===== config.mk =====
export PLATFORM = sky130hd
export DESIGN_NAME = bmp_to_gray_glyph_stream
export DESIGN_NICKNAME = d
export VERILOG_FILES = /design/src/design/bgg_pkg.sv /design/src/design/bgg_parse.sv /design/src/design/bgg_queue.sv /design/src/design/bgg_shade.sv /design/src/design/bmp_to_gray_glyph_stream.sv
export SDC_FILE = /design/constraint.sdc
export NUM_CORES = 1
export LEC_CHECK = 0
export ABC_AREA = 1
export BUFFER_PORTS_ARGS = -buffer_cell sky130_fd_sc_hd__buf_2
export CAP_MARGIN = 15
export CORE_ASPECT_RATIO = 0.6
export CORE_UTILIZATION = 40
export CTS_CLUSTER_DIAMETER = 50
export DETAILED_ROUTE_END_ITERATION = 8
export PLACE_DENSITY_LB_ADDON = 0.25
export SETUP_SLACK_MARGIN = 0.5
export SLEW_MARGIN = 20
export SYNTH_ARGS = -nofsm -noshare
export SYNTH_HDL_FRONTEND = slang
export SYNTH_SLANG_ARGS = --single-unit

===== constraint.sdc =====
create_clock -name clk_i -period 8.28 [get_ports clk_i]
set_clock_uncertainty 0.1 [all_clocks]
set_input_delay 0 -clock clk_i [delete_from_list [all_inputs] [get_ports clk_i]]
set_output_delay 0 -clock clk_i [all_outputs]
set_load 0.03 [all_outputs]

===== src/design/bgg_pkg.sv =====
// ----------------------------------------------------------------------------
// bgg_pkg
// shared types, constants and helper functions of the bmp gray glyph stream
// ----------------------------------------------------------------------------
package bgg_pkg;

  // default limits and queue depth
  localparam int unsigned DEF_MAX_WIDTH  = 4096;
  localparam int unsigned DEF_MAX_HEIGHT = 4096;
  localparam int unsigned QUEUE_DEPTH    = 4;

  // file format constants
  localparam logic [7:0]  ASCII_B      = 8'h42;
  localparam logic [7:0]  ASCII_M      = 8'h4D;
  localparam logic [15:0] BPP_24       = 16'd24;
  localparam logic [15:0] BPP_32       = 16'd32;
  localparam logic [31:0] INFO_HDR_LEN = 32'd40;
  localparam logic [5:0]  HDR_LAST     = 6'd53;

  // result status codes
  typedef enum logic [1:0] {
    ST_PIXEL     = 2'd0,
    ST_BAD_SIG   = 2'd1,
    ST_BAD_DEPTH = 2'd2,
    ST_BAD_SIZE  = 2'd3
  } status_e;

  // one queued job between parser and shader
  typedef struct packed {
    status_e     status;
    logic [7:0]  blue;
    logic [7:0]  green;
    logic [7:0]  red;
    logic [11:0] column;
    logic [11:0] row;
    logic        last_in_row;
    logic        last_pixel;
    logic        all_gray;
  } job_t;

  // ramp " .:-=+*#%@"
  localparam logic [6:0] GLYPH_RAMP [10] = '{
    7'd32, 7'd46, 7'd58, 7'd45, 7'd61, 7'd43, 7'd42, 7'd35, 7'd37, 7'd64
  };

  // floor(sum / 3) for sum up to 765, via 683 / 2048
  function automatic logic [7:0] div3(input logic [9:0] sum);
    logic [20:0] prod;
    prod = 21'(sum) * 21'd683;
    return prod[18:11];
  endfunction

  // floor(gray * 9 / 255) as threshold compares
  function automatic logic [3:0] shade_index(input logic [7:0] gray);
    logic [3:0] idx;
    idx = 4'd0;
    if (gray >= 8'd29)  idx = 4'd1;
    if (gray >= 8'd57)  idx = 4'd2;
    if (gray >= 8'd85)  idx = 4'd3;
    if (gray >= 8'd114) idx = 4'd4;
    if (gray >= 8'd142) idx = 4'd5;
    if (gray >= 8'd170) idx = 4'd6;
    if (gray >= 8'd199) idx = 4'd7;
    if (gray >= 8'd227) idx = 4'd8;
    if (gray == 8'd255) idx = 4'd9;
    return idx;
  endfunction

endpackage


===== src/design/bgg_parse.sv =====
// ----------------------------------------------------------------------------
// bgg_parse
// front end: walks header, skip, pixel and padding bytes and queues jobs
// ----------------------------------------------------------------------------
module bgg_parse #(
  parameter int unsigned MAX_WIDTH  = bgg_pkg::DEF_MAX_WIDTH,
  parameter int unsigned MAX_HEIGHT = bgg_pkg::DEF_MAX_HEIGHT
) (
  input  logic          clk_i,
  input  logic          rst_ni,
  input  logic          in_valid_i,
  output logic          in_ready_o,
  input  logic [7:0]    data_byte_i,
  input  logic          first_byte_i,
  input  logic          queue_full_i,
  output logic          push_o,
  output bgg_pkg::job_t push_data_o
);
  import bgg_pkg::*;

  localparam int unsigned CW = $clog2(MAX_WIDTH + 1);
  localparam int unsigned RW = $clog2(MAX_HEIGHT + 1);

  typedef enum logic [5:0] {
    PH_IDLE   = 6'b000001,
    PH_HEADER = 6'b000010,
    PH_SKIP   = 6'b000100,
    PH_PIXEL  = 6'b001000,
    PH_PAD    = 6'b010000,
    PH_DONE   = 6'b100000
  } phase_e;

  phase_e         phase_q, phase_d;
  logic [5:0]     hdr_cnt_q, hdr_cnt_d;
  logic [31:0]    hdr_len_q, hdr_len_d;
  logic [31:0]    width_q, width_d;
  logic [31:0]    height_q, height_d;
  logic           four_q, four_d;
  logic [31:0]    skip_q, skip_d;
  logic [CW-1:0]  col_q, col_d;
  logic [RW-1:0]  row_q, row_d;
  logic [1:0]     bip_q, bip_d;
  logic [1:0]     pad_q, pad_d;
  logic [7:0]     blue_q, blue_d;
  logic [7:0]     green_q, green_d;
  logic           gray_ok_q, gray_ok_d;

  logic           accept;
  logic           col_last, row_last, pix_gray;
  logic [1:0]     pad_need, lane;
  logic [15:0]    bpp;
  logic [31:0]    col_ext, row_ext;

  assign in_ready_o = !queue_full_i;
  assign accept     = in_valid_i && in_ready_o;

  // end of row / end of image, from the validated sizes
  assign col_last = ({1'b0, col_q} + 1'b1) >= {1'b0, width_q[CW-1:0]};
  assign row_last = ({1'b0, row_q} + 1'b1) >= {1'b0, height_q[RW-1:0]};
  assign pad_need = four_q ? 2'd0 : width_q[1:0];
  assign pix_gray = (data_byte_i == green_q) && (green_q == blue_q);
  assign col_ext  = 32'(col_q);
  assign row_ext  = 32'(row_q);
  // byte lane of a little-endian header field, only used mid-header
  assign lane     = hdr_cnt_q[1:0] - 2'd2;

  always_comb begin
    phase_d   = phase_q;
    hdr_cnt_d = hdr_cnt_q;
    hdr_len_d = hdr_len_q;
    width_d   = width_q;
    height_d  = height_q;
    four_d    = four_q;
    skip_d    = skip_q;
    col_d     = col_q;
    row_d     = row_q;
    bip_d     = bip_q;
    pad_d     = pad_q;
    blue_d    = blue_q;
    green_d   = green_q;
    gray_ok_d = gray_ok_q;
    bpp       = {green_q, blue_q};
    push_o      = 1'b0;
    push_data_o = '0;

    if (accept) begin
      if (first_byte_i) begin
        phase_d   = PH_HEADER;
        hdr_cnt_d = '0;
        hdr_len_d = '0;
        width_d   = '0;
        height_d  = '0;
        four_d    = 1'b0;
        skip_d    = '0;
        col_d     = '0;
        row_d     = '0;
        bip_d     = '0;
        pad_d     = '0;
        blue_d    = '0;
        green_d   = '0;
        gray_ok_d = 1'b1;
      end

      unique case (phase_d)
        PH_HEADER: begin
          if (hdr_cnt_d == 6'd1 && !(blue_d == ASCII_B && data_byte_i == ASCII_M)) begin
            push_o             = 1'b1;
            push_data_o.status = ST_BAD_SIG;
            phase_d            = PH_DONE;
          end else begin
            if (hdr_cnt_d == 6'd0) begin
              blue_d = data_byte_i;
            end else if (hdr_cnt_d >= 6'd14 && hdr_cnt_d <= 6'd17) begin
              hdr_len_d[{lane, 3'b000} +: 8] = data_byte_i;
            end else if (hdr_cnt_d >= 6'd18 && hdr_cnt_d <= 6'd21) begin
              width_d[{lane, 3'b000} +: 8] = data_byte_i;
            end else if (hdr_cnt_d >= 6'd22 && hdr_cnt_d <= 6'd25) begin
              height_d[{lane, 3'b000} +: 8] = data_byte_i;
            end else if (hdr_cnt_d == 6'd28) begin
              blue_d = data_byte_i;
            end else if (hdr_cnt_d == 6'd29) begin
              green_d = data_byte_i;
            end

            if (hdr_cnt_d < HDR_LAST) begin
              hdr_cnt_d = hdr_cnt_d + 6'd1;
            end else begin
              bpp     = {green_d, blue_d};
              blue_d  = '0;
              green_d = '0;
              if (bpp != BPP_24 && bpp != BPP_32) begin
                push_o             = 1'b1;
                push_data_o.status = ST_BAD_DEPTH;
                phase_d            = PH_DONE;
              end else begin
                four_d = (bpp == BPP_32);
                if (width_d[31] || width_d > 32'(MAX_WIDTH) ||
                    height_d[31] || height_d > 32'(MAX_HEIGHT)) begin
                  push_o             = 1'b1;
                  push_data_o.status = ST_BAD_SIZE;
                  phase_d            = PH_DONE;
                end else if (width_d == '0 || height_d == '0) begin
                  phase_d = PH_DONE;
                end else if (!hdr_len_d[31] && hdr_len_d > INFO_HDR_LEN) begin
                  skip_d  = hdr_len_d - INFO_HDR_LEN;
                  phase_d = PH_SKIP;
                end else begin
                  phase_d = PH_PIXEL;
                end
              end
            end
          end
        end

        PH_SKIP: begin
          skip_d = skip_q - 32'd1;
          if (skip_d == '0) begin
            phase_d = PH_PIXEL;
          end
        end

        PH_PIXEL: begin
          unique case (bip_q)
            2'd0: begin
              blue_d = data_byte_i;
              bip_d  = 2'd1;
            end
            2'd1: begin
              green_d = data_byte_i;
              bip_d   = 2'd2;
            end
            default: begin
              if (bip_q == 2'd2) begin
                gray_ok_d                = gray_ok_q && pix_gray;
                push_o                   = 1'b1;
                push_data_o.status       = ST_PIXEL;
                push_data_o.blue         = blue_q;
                push_data_o.green        = green_q;
                push_data_o.red          = data_byte_i;
                push_data_o.column       = col_ext[11:0];
                push_data_o.row          = row_ext[11:0];
                push_data_o.last_in_row  = col_last;
                push_data_o.last_pixel   = col_last && row_last;
                push_data_o.all_gray     = gray_ok_d;
              end
              if (bip_q == 2'd2 && four_q) begin
                bip_d = 2'd3;
              end else begin
                // pixel complete: next column, padding or next row
                bip_d = 2'd0;
                if (!col_last) begin
                  col_d = col_q + 1'b1;
                end else if (pad_need != 2'd0) begin
                  pad_d   = pad_need;
                  phase_d = PH_PAD;
                end else begin
                  col_d   = '0;
                  row_d   = row_q + 1'b1;
                  phase_d = row_last ? PH_DONE : PH_PIXEL;
                end
              end
            end
          endcase
        end

        PH_PAD: begin
          pad_d = pad_q - 2'd1;
          if (pad_d == 2'd0) begin
            col_d   = '0;
            row_d   = row_q + 1'b1;
            phase_d = row_last ? PH_DONE : PH_PIXEL;
          end
        end

        PH_IDLE, PH_DONE: begin
          phase_d = phase_d;
        end

        default: begin
          phase_d = PH_IDLE;
        end
      endcase
    end
  end

  always_ff @(posedge clk_i or negedge rst_ni) begin
    if (!rst_ni) begin
      phase_q   <= PH_IDLE;
      hdr_cnt_q <= '0;
      hdr_len_q <= '0;
      width_q   <= '0;
      height_q  <= '0;
      four_q    <= 1'b0;
      skip_q    <= '0;
      col_q     <= '0;
      row_q     <= '0;
      bip_q     <= '0;
      pad_q     <= '0;
      blue_q    <= '0;
      green_q   <= '0;
      gray_ok_q <= 1'b1;
    end else begin
      phase_q   <= phase_d;
      hdr_cnt_q <= hdr_cnt_d;
      hdr_len_q <= hdr_len_d;
      width_q   <= width_d;
      height_q  <= height_d;
      four_q    <= four_d;
      skip_q    <= skip_d;
      col_q     <= col_d;
      row_q     <= row_d;
      bip_q     <= bip_d;
      pad_q     <= pad_d;
      blue_q    <= blue_d;
      green_q   <= green_d;
      gray_ok_q <= gray_ok_d;
    end
  end

endmodule


===== src/design/bgg_queue.sv =====
// ----------------------------------------------------------------------------
// bgg_queue
// small job fifo between parser and shader
// ----------------------------------------------------------------------------
module bgg_queue #(
  parameter int unsigned DEPTH = bgg_pkg::QUEUE_DEPTH
) (
  input  logic          clk_i,
  input  logic          rst_ni,
  input  logic          push_i,
  input  bgg_pkg::job_t push_data_i,
  output logic          full_o,
  output logic          pop_valid_o,
  input  logic          pop_ready_i,
  output bgg_pkg::job_t pop_data_o
);
  import bgg_pkg::*;

  localparam int unsigned AW = (DEPTH > 1) ? $clog2(DEPTH) : 1;
  localparam int unsigned NW = $clog2(DEPTH + 1);

  job_t          mem_q [DEPTH];
  logic [AW-1:0] wr_ptr_q, wr_ptr_d;
  logic [AW-1:0] rd_ptr_q, rd_ptr_d;
  logic [NW-1:0] count_q, count_d;
  logic          pop;

  assign full_o      = (count_q == NW'(DEPTH));
  assign pop_valid_o = (count_q != '0);
  assign pop         = pop_valid_o && pop_ready_i;
  assign pop_data_o  = mem_q[rd_ptr_q];

  always_comb begin
    wr_ptr_d = wr_ptr_q;
    rd_ptr_d = rd_ptr_q;
    count_d  = count_q;
    if (push_i) begin
      wr_ptr_d = (wr_ptr_q == AW'(DEPTH - 1)) ? '0 : wr_ptr_q + 1'b1;
    end
    if (pop) begin
      rd_ptr_d = (rd_ptr_q == AW'(DEPTH - 1)) ? '0 : rd_ptr_q + 1'b1;
    end
    if (push_i && !pop) begin
      count_d = count_q + 1'b1;
    end else if (pop && !push_i) begin
      count_d = count_q - 1'b1;
    end
  end

  always_ff @(posedge clk_i or negedge rst_ni) begin
    if (!rst_ni) begin
      wr_ptr_q <= '0;
      rd_ptr_q <= '0;
      count_q  <= '0;
    end else begin
      wr_ptr_q <= wr_ptr_d;
      rd_ptr_q <= rd_ptr_d;
      count_q  <= count_d;
    end
  end

  always_ff @(posedge clk_i) begin
    if (push_i) begin
      mem_q[wr_ptr_q] <= push_data_i;
    end
  end

  a_no_overflow: assert property (@(posedge clk_i) disable iff (!rst_ni)
    push_i |-> !full_o)
    else $error("job pushed into full queue");

  a_count_bound: assert property (@(posedge clk_i) disable iff (!rst_ni)
    count_q <= NW'(DEPTH))
    else $error("queue count above depth");

  a_count_step: assert property (@(posedge clk_i) disable iff (!rst_ni)
    (push_i && !pop) |=> count_q == $past(count_q) + 1'b1)
    else $error("queue count missed a push");

endmodule


===== src/design/bgg_shade.sv =====
// ----------------------------------------------------------------------------
// bgg_shade
// back end: gray average, then glyph lookup into the output register
// ----------------------------------------------------------------------------
module bgg_shade (
  input  logic          clk_i,
  input  logic          rst_ni,
  input  logic          job_valid_i,
  output logic          job_ready_o,
  input  bgg_pkg::job_t job_i,
  output logic          out_valid_o,
  input  logic          out_ready_i,
  output logic [1:0]    status_o,
  output logic [7:0]    gray_o,
  output logic [6:0]    glyph_o,
  output logic [11:0]   column_o,
  output logic [11:0]   row_o,
  output logic          last_in_row_o,
  output logic          last_pixel_o,
  output logic          all_gray_o
);
  import bgg_pkg::*;

  typedef struct packed {
    status_e     status;
    logic [7:0]  gray;
    logic [11:0] column;
    logic [11:0] row;
    logic        last_in_row;
    logic        last_pixel;
    logic        all_gray;
  } shade_t;

  logic       s1_valid_q, s2_valid_q;
  shade_t     s1_q, s1_d, s2_q;
  logic [6:0] glyph_q, glyph_d;
  logic       s1_ready, s2_ready;
  logic [9:0] sum;

  assign s2_ready    = !s2_valid_q || out_ready_i;
  assign s1_ready    = !s1_valid_q || s2_ready;
  assign job_ready_o = s1_ready;

  // stage 1: average of the three color bytes
  always_comb begin
    sum = 10'(job_i.blue) + 10'(job_i.green) + 10'(job_i.red);
    s1_d.status      = job_i.status;
    s1_d.gray        = (job_i.status == ST_PIXEL) ? div3(sum) : 8'd0;
    s1_d.column      = job_i.column;
    s1_d.row         = job_i.row;
    s1_d.last_in_row = job_i.last_in_row;
    s1_d.last_pixel  = job_i.last_pixel;
    s1_d.all_gray    = job_i.all_gray;
  end

  // stage 2: glyph from the ramp
  assign glyph_d = (s1_q.status == ST_PIXEL) ? GLYPH_RAMP[shade_index(s1_q.gray)] : 7'd0;

  always_ff @(posedge clk_i or negedge rst_ni) begin
    if (!rst_ni) begin
      s1_valid_q <= 1'b0;
      s2_valid_q <= 1'b0;
    end else begin
      if (s1_ready) begin
        s1_valid_q <= job_valid_i;
      end
      if (s2_ready) begin
        s2_valid_q <= s1_valid_q;
      end
    end
  end

  always_ff @(posedge clk_i) begin
    if (s1_ready && job_valid_i) begin
      s1_q <= s1_d;
    end
    if (s2_ready && s1_valid_q) begin
      s2_q    <= s1_q;
      glyph_q <= glyph_d;
    end
  end

  assign out_valid_o   = s2_valid_q;
  assign status_o      = s2_q.status;
  assign gray_o        = s2_q.gray;
  assign glyph_o       = glyph_q;
  assign column_o      = s2_q.column;
  assign row_o         = s2_q.row;
  assign last_in_row_o = s2_q.last_in_row;
  assign last_pixel_o  = s2_q.last_pixel;
  assign all_gray_o    = s2_q.all_gray;

  a_error_clean: assert property (@(posedge clk_i) disable iff (!rst_ni)
    (s2_valid_q && s2_q.status != ST_PIXEL) |-> (gray_o == 8'd0 && glyph_o == 7'd0))
    else $error("error result carries pixel data");

  a_glyph_range: assert property (@(posedge clk_i) disable iff (!rst_ni)
    (s2_valid_q && s2_q.status == ST_PIXEL) |-> (glyph_o >= 7'd32 && glyph_o <= 7'd64))
    else $error("glyph outside ramp");

  a_stage_move: assert property (@(posedge clk_i) disable iff (!rst_ni)
    (s1_valid_q && s2_ready) |=> s2_valid_q)
    else $error("stage 1 result dropped");

endmodule


===== src/design/bmp_to_gray_glyph_stream.sv =====
// ----------------------------------------------------------------------------
// bmp_to_gray_glyph_stream
// byte-wide bmp decoder giving one gray level and ascii glyph per pixel
// ----------------------------------------------------------------------------
// The block takes a 24- or 32-bit BMP file one byte per transaction, with
// first_byte_i marking the start of each file (it restarts the parser at any
// point). It accepts one byte every cycle while its job queue has room; a
// stalled output only holds the input back once the queue and the two
// shader stages are full. A pixel result passes from the queue through the
// stage 1 and stage 2 registers to the outputs; results come at most one per
// byte, so when unstalled the sustained rate is one byte per clock, set by the
// parser's single-byte state update. Errors (bad signature, unsupported
// depth, size out of range) give one result with every other field zero and
// end the file; a zero width or height gives no result. Bytes outside a file
// are dropped. column_o and row_o are the low twelve bits of the counters.
module bmp_to_gray_glyph_stream #(
  parameter int unsigned MAX_WIDTH   = bgg_pkg::DEF_MAX_WIDTH,
  parameter int unsigned MAX_HEIGHT  = bgg_pkg::DEF_MAX_HEIGHT,
  parameter int unsigned QUEUE_DEPTH = bgg_pkg::QUEUE_DEPTH
) (
  input  logic        clk_i,
  input  logic        rst_ni,
  // byte input transactions
  input  logic        in_valid_i,
  output logic        in_ready_o,
  input  logic [7:0]  data_byte_i,
  input  logic        first_byte_i,
  // result transactions
  output logic        out_valid_o,
  input  logic        out_ready_i,
  output logic [1:0]  status_o,
  output logic [7:0]  gray_o,
  output logic [6:0]  glyph_o,
  output logic [11:0] column_o,
  output logic [11:0] row_o,
  output logic        last_in_row_o,
  output logic        last_pixel_o,
  output logic        all_gray_o
);
  import bgg_pkg::*;

  // parser to queue
  logic queue_full;
  logic push;
  job_t push_data;

  // queue to shader
  logic job_valid;
  logic job_ready;
  job_t job;

  // front end: header parsing, pixel assembly, row and padding walk
  bgg_parse #(
    .MAX_WIDTH  (MAX_WIDTH),
    .MAX_HEIGHT (MAX_HEIGHT)
  ) u_parse (
    .clk_i        (clk_i),
    .rst_ni       (rst_ni),
    .in_valid_i   (in_valid_i),
    .in_ready_o   (in_ready_o),
    .data_byte_i  (data_byte_i),
    .first_byte_i (first_byte_i),
    .queue_full_i (queue_full),
    .push_o       (push),
    .push_data_o  (push_data)
  );

  // decoupling queue so parser and shader stall independently
  bgg_queue #(
    .DEPTH (QUEUE_DEPTH)
  ) u_queue (
    .clk_i       (clk_i),
    .rst_ni      (rst_ni),
    .push_i      (push),
    .push_data_i (push_data),
    .full_o      (queue_full),
    .pop_valid_o (job_valid),
    .pop_ready_i (job_ready),
    .pop_data_o  (job)
  );

  // back end: divide by three, ramp lookup, output register
  bgg_shade u_shade (
    .clk_i         (clk_i),
    .rst_ni        (rst_ni),
    .job_valid_i   (job_valid),
    .job_ready_o   (job_ready),
    .job_i         (job),
    .out_valid_o   (out_valid_o),
    .out_ready_i   (out_ready_i),
    .status_o      (status_o),
    .gray_o        (gray_o),
    .glyph_o       (glyph_o),
    .column_o      (column_o),
    .row_o         (row_o),
    .last_in_row_o (last_in_row_o),
    .last_pixel_o  (last_pixel_o),
    .all_gray_o    (all_gray_o)
  );

endmodule


==> results.md <==
- Status: completed
- Ports: slightly below 60
- Clk root buf: clkbuf_16
- CTS tree: built
- Worst reg-to-reg setup slack: 930 ps
- Slowest-stage cell, CP: fa_1
- Port Buffer Count: 58
- Clock tree buffer depth: 3
- Vias per std cell: between 5 and 6
- Final setup fails: 0
- Worst Path Arrival: roughly 7600 ps
- Worst-skew pair later-pin latency: between 600 and 700 ps
- Share of cells above drive strength 1: 0.0719
- Hold Path Class: in -> reg
- Final net count: approximately 4200
- Seq/Total Area, Yosys: 0.434
- Cell taking the most area after synthesis: edfxtp_1
- Syn_nets: approximately 4200
- First-pass GRT wire length: approximately 150000 um
- FF+latch area: 13700 sq um
- Cell family with most CP delay: adder cells
- CTS buffer count: 53
- Fill count: 7774
- Area delta synth->final: 11.0%
- Final ANT Viol Nets: 0
- Fmax: ~0.14 GHz
- Mapped Area: 31600 sq um
- # rows: slightly below 80
- CP bufs+invs: 7
- Clock transition at path regs: about 60 ps
- Number of global-route vias before repair: between 20000 and 30000
- # H-tree levels: 2
- Setup TNS Final: 0 ps
- Max-cap violations: 0
- CP max stage delay: about 540 ps
- GPL Wtd Cong: around 0.95
- Period Utilization, post-route: 0.888
- Die Span Y: around 220 um
- Synth warn: 0
- Syn Inst Count: slightly above 4000
- Pin count of the biggest net entering global routing: 152
- # DRC: 0
- Final Util: 0.451
- Startpoint Class: flip-flop
- EDFF count, synth: 293
- Yosys cell types: 60
- Die area: 80300 sq um
- Antenna violations before repair: 4
- Final wirelength: 94900 um
- Crit path capture type: flip-flop
- Clk sinks: slightly below 500
- Cell repeated most along the worst path: inv_1
- Unrepaired setup endpoints after global routing: false
- GRT Overall Usage: 0.236
- Initial Utilization: 0.406
- Slew headroom: 0.287
- TritonRoute pass-1 iters: 6
- Final hold viol count: 0
- Critical Path RT: 8550 ps
- Total grt overflow: 0
- Synth Flop Type: edfxtp_1
- Top post-synthesis cells by area: edfxtp_1 (28%), dfrtp_1 (15%), nand2_1 (9.8%), nor2_1 (6.6%), o21ai_0 (6.0%)
- Syn avg cell area: 7.85 sq um
- Tmin final: ~7400 ps
- DR WL/cell: between 15 and 20 um
- Detailed Place HPWL: around 65000 um
- 1st-iter DRT viols: approximately 3200
- Max-slew violations: 0
- Area share of the largest cell type after synthesis: 0.278
- Crit path kind: reg -> reg
- Crit-path max FO: 6
- Die extent in x: approximately 370 um
- Count leader, synth: nand2_1
- #FFs+latches synth: slightly below 500
- Top cells by count, synth: nand2_1 (829), nor2_1 (557), inv_1 (460)
- Multi-input gate area in the final layout: approximately 15000 sq um
- Via count: about 28000
- Core Footprint: slightly below 80000 sq um
- Worst-Margin Slew: 1070 ps
- Async SR Flop Fraction: 0.402
==> cells in the final DEF (no fill, tap or decap), drive strengths merged, types with 34 or more instances in the layout <==
cell    instances
inv           473
clkbuf         69
nand3         187
o21ai         404
nor3           38
dfrtp         195
o22ai          59
a22oi          34
buf           117
edfxtp        293
ha            125
a21oi         203
nand2         845
xor2           72
nand4          61
nor2          569
o211ai         88
==> sequential cells by signal, indices dropped and copies added, names as in the netlist, 2 cells and up <==
signal             flops
u_parse.width_q       32
u_parse.hdr_cnt_q      6
u_parse.green_q        8
u_parse.bip_q          2
u_queue.mem_q        212
u_shade.s1_q          37
u_shade.gray_o         8
u_queue.count_q        3
u_queue.wr_ptr_q       2
u_queue.rd_ptr_q       2
u_shade.status_o       2
u_shade.glyph_o        7
u_parse.col_q         13
u_parse.pad_q          2
u_parse.height_q      32
u_shade.row_o         12
u_parse.blue_q         8
u_parse.hdr_len_q     32
u_shade.column_o      12
u_parse.skip_q        32
u_parse.row_q         13
u_parse.phase_q        6
==> kinds of logic after synthesis <==
family | synth area share
fa+ha+maj | 0.0646
xor+xnor | 0.0271
buf+inv | 0.0837
compound gates | 0.164
simple gates | 0.227
flops | 0.434
==> worst min-delay path, stage by stage <==
cell,delay (ps)
dlygate4sd3_1,520
buf_2,90
inv_1,70
nand2_1,60
nand2_1,50
==> area by class of cell <==
class | instances | share of cell area
multi-input cells | 2863 | 0.439
flip-flops and latches | 490 | 0.391
inverters | 477 | 0.0512
clock buffers | 68 | 0.0420
well taps | 1053 | 0.0375
repair buffers | 133 | 0.0291
clock inverters | 32 | 0.0105
diodes | 2 | 0.000142
==> per-layer routing <==
| metal | routed length (um) | part of all wire | track usage |
|---|---|---|---|
| met1 | 48100 | 0.51 | 0.384 |
| met2 | 34900 | 0.37 | 0.300 |
| met3 | 10500 | 0.11 | 0.0666 |
| met4 | 1450 | 0.015 | 0.0437 |
| met5 | 24 | 0.00025 | 0 |
==> through the flow <==
stage / worst slack [ps] / area (sq um) / cells / hold slack, ps
final: 926 / 35100 / 5118 / 109
after global routing: 494 / 35100 / 5116 / 146
after CTS: 506 / 35000 / 5110 / 82.0
after detailed placement: 395 / 33000 / 4994 / -1.29
after global placement: 448 / 33000 / 4994 / -9.77
after floorplan: 669 / 31600 / 4031 / -396
==> final timing paths <==
check / startpoint / to / cells after the start
worst max-delay path: u_queue.rd_ptr_q[0] / u_shade.s1_q[33] / 31
worst min-delay path: out_ready_i / u_shade.out_valid_o / 5
worst max register to register: u_queue.rd_ptr_q[0] / u_shade.s1_q[33] / 31
worst min register to register: u_shade.s1_q[26] / u_shade.column_o[11] / 0
max in group asynchronous: rst_ni / u_queue.rd_ptr_q[0] / 4
min in group asynchronous: rst_ni / u_parse.width_q[22] / 3
==> what timing repair did <==
| item | 4_1_cts | 5_1_grt |
|---|---|---|
| gates resized for setup | 2 | 22 |
| hold buffers | 16 | 0 |
| cloned | 0 | 0 |
| pin swaps | 0 | 1 |
| hold endpoints to repair | 127 | 0 |
| buffers inserted | 0 | 6 |
| endpoints found under the setup margin | 2 | 7 |
Power is not shown: default switching activity piles up to over one toggle a cycle in this logic, so the estimate is an artifact.
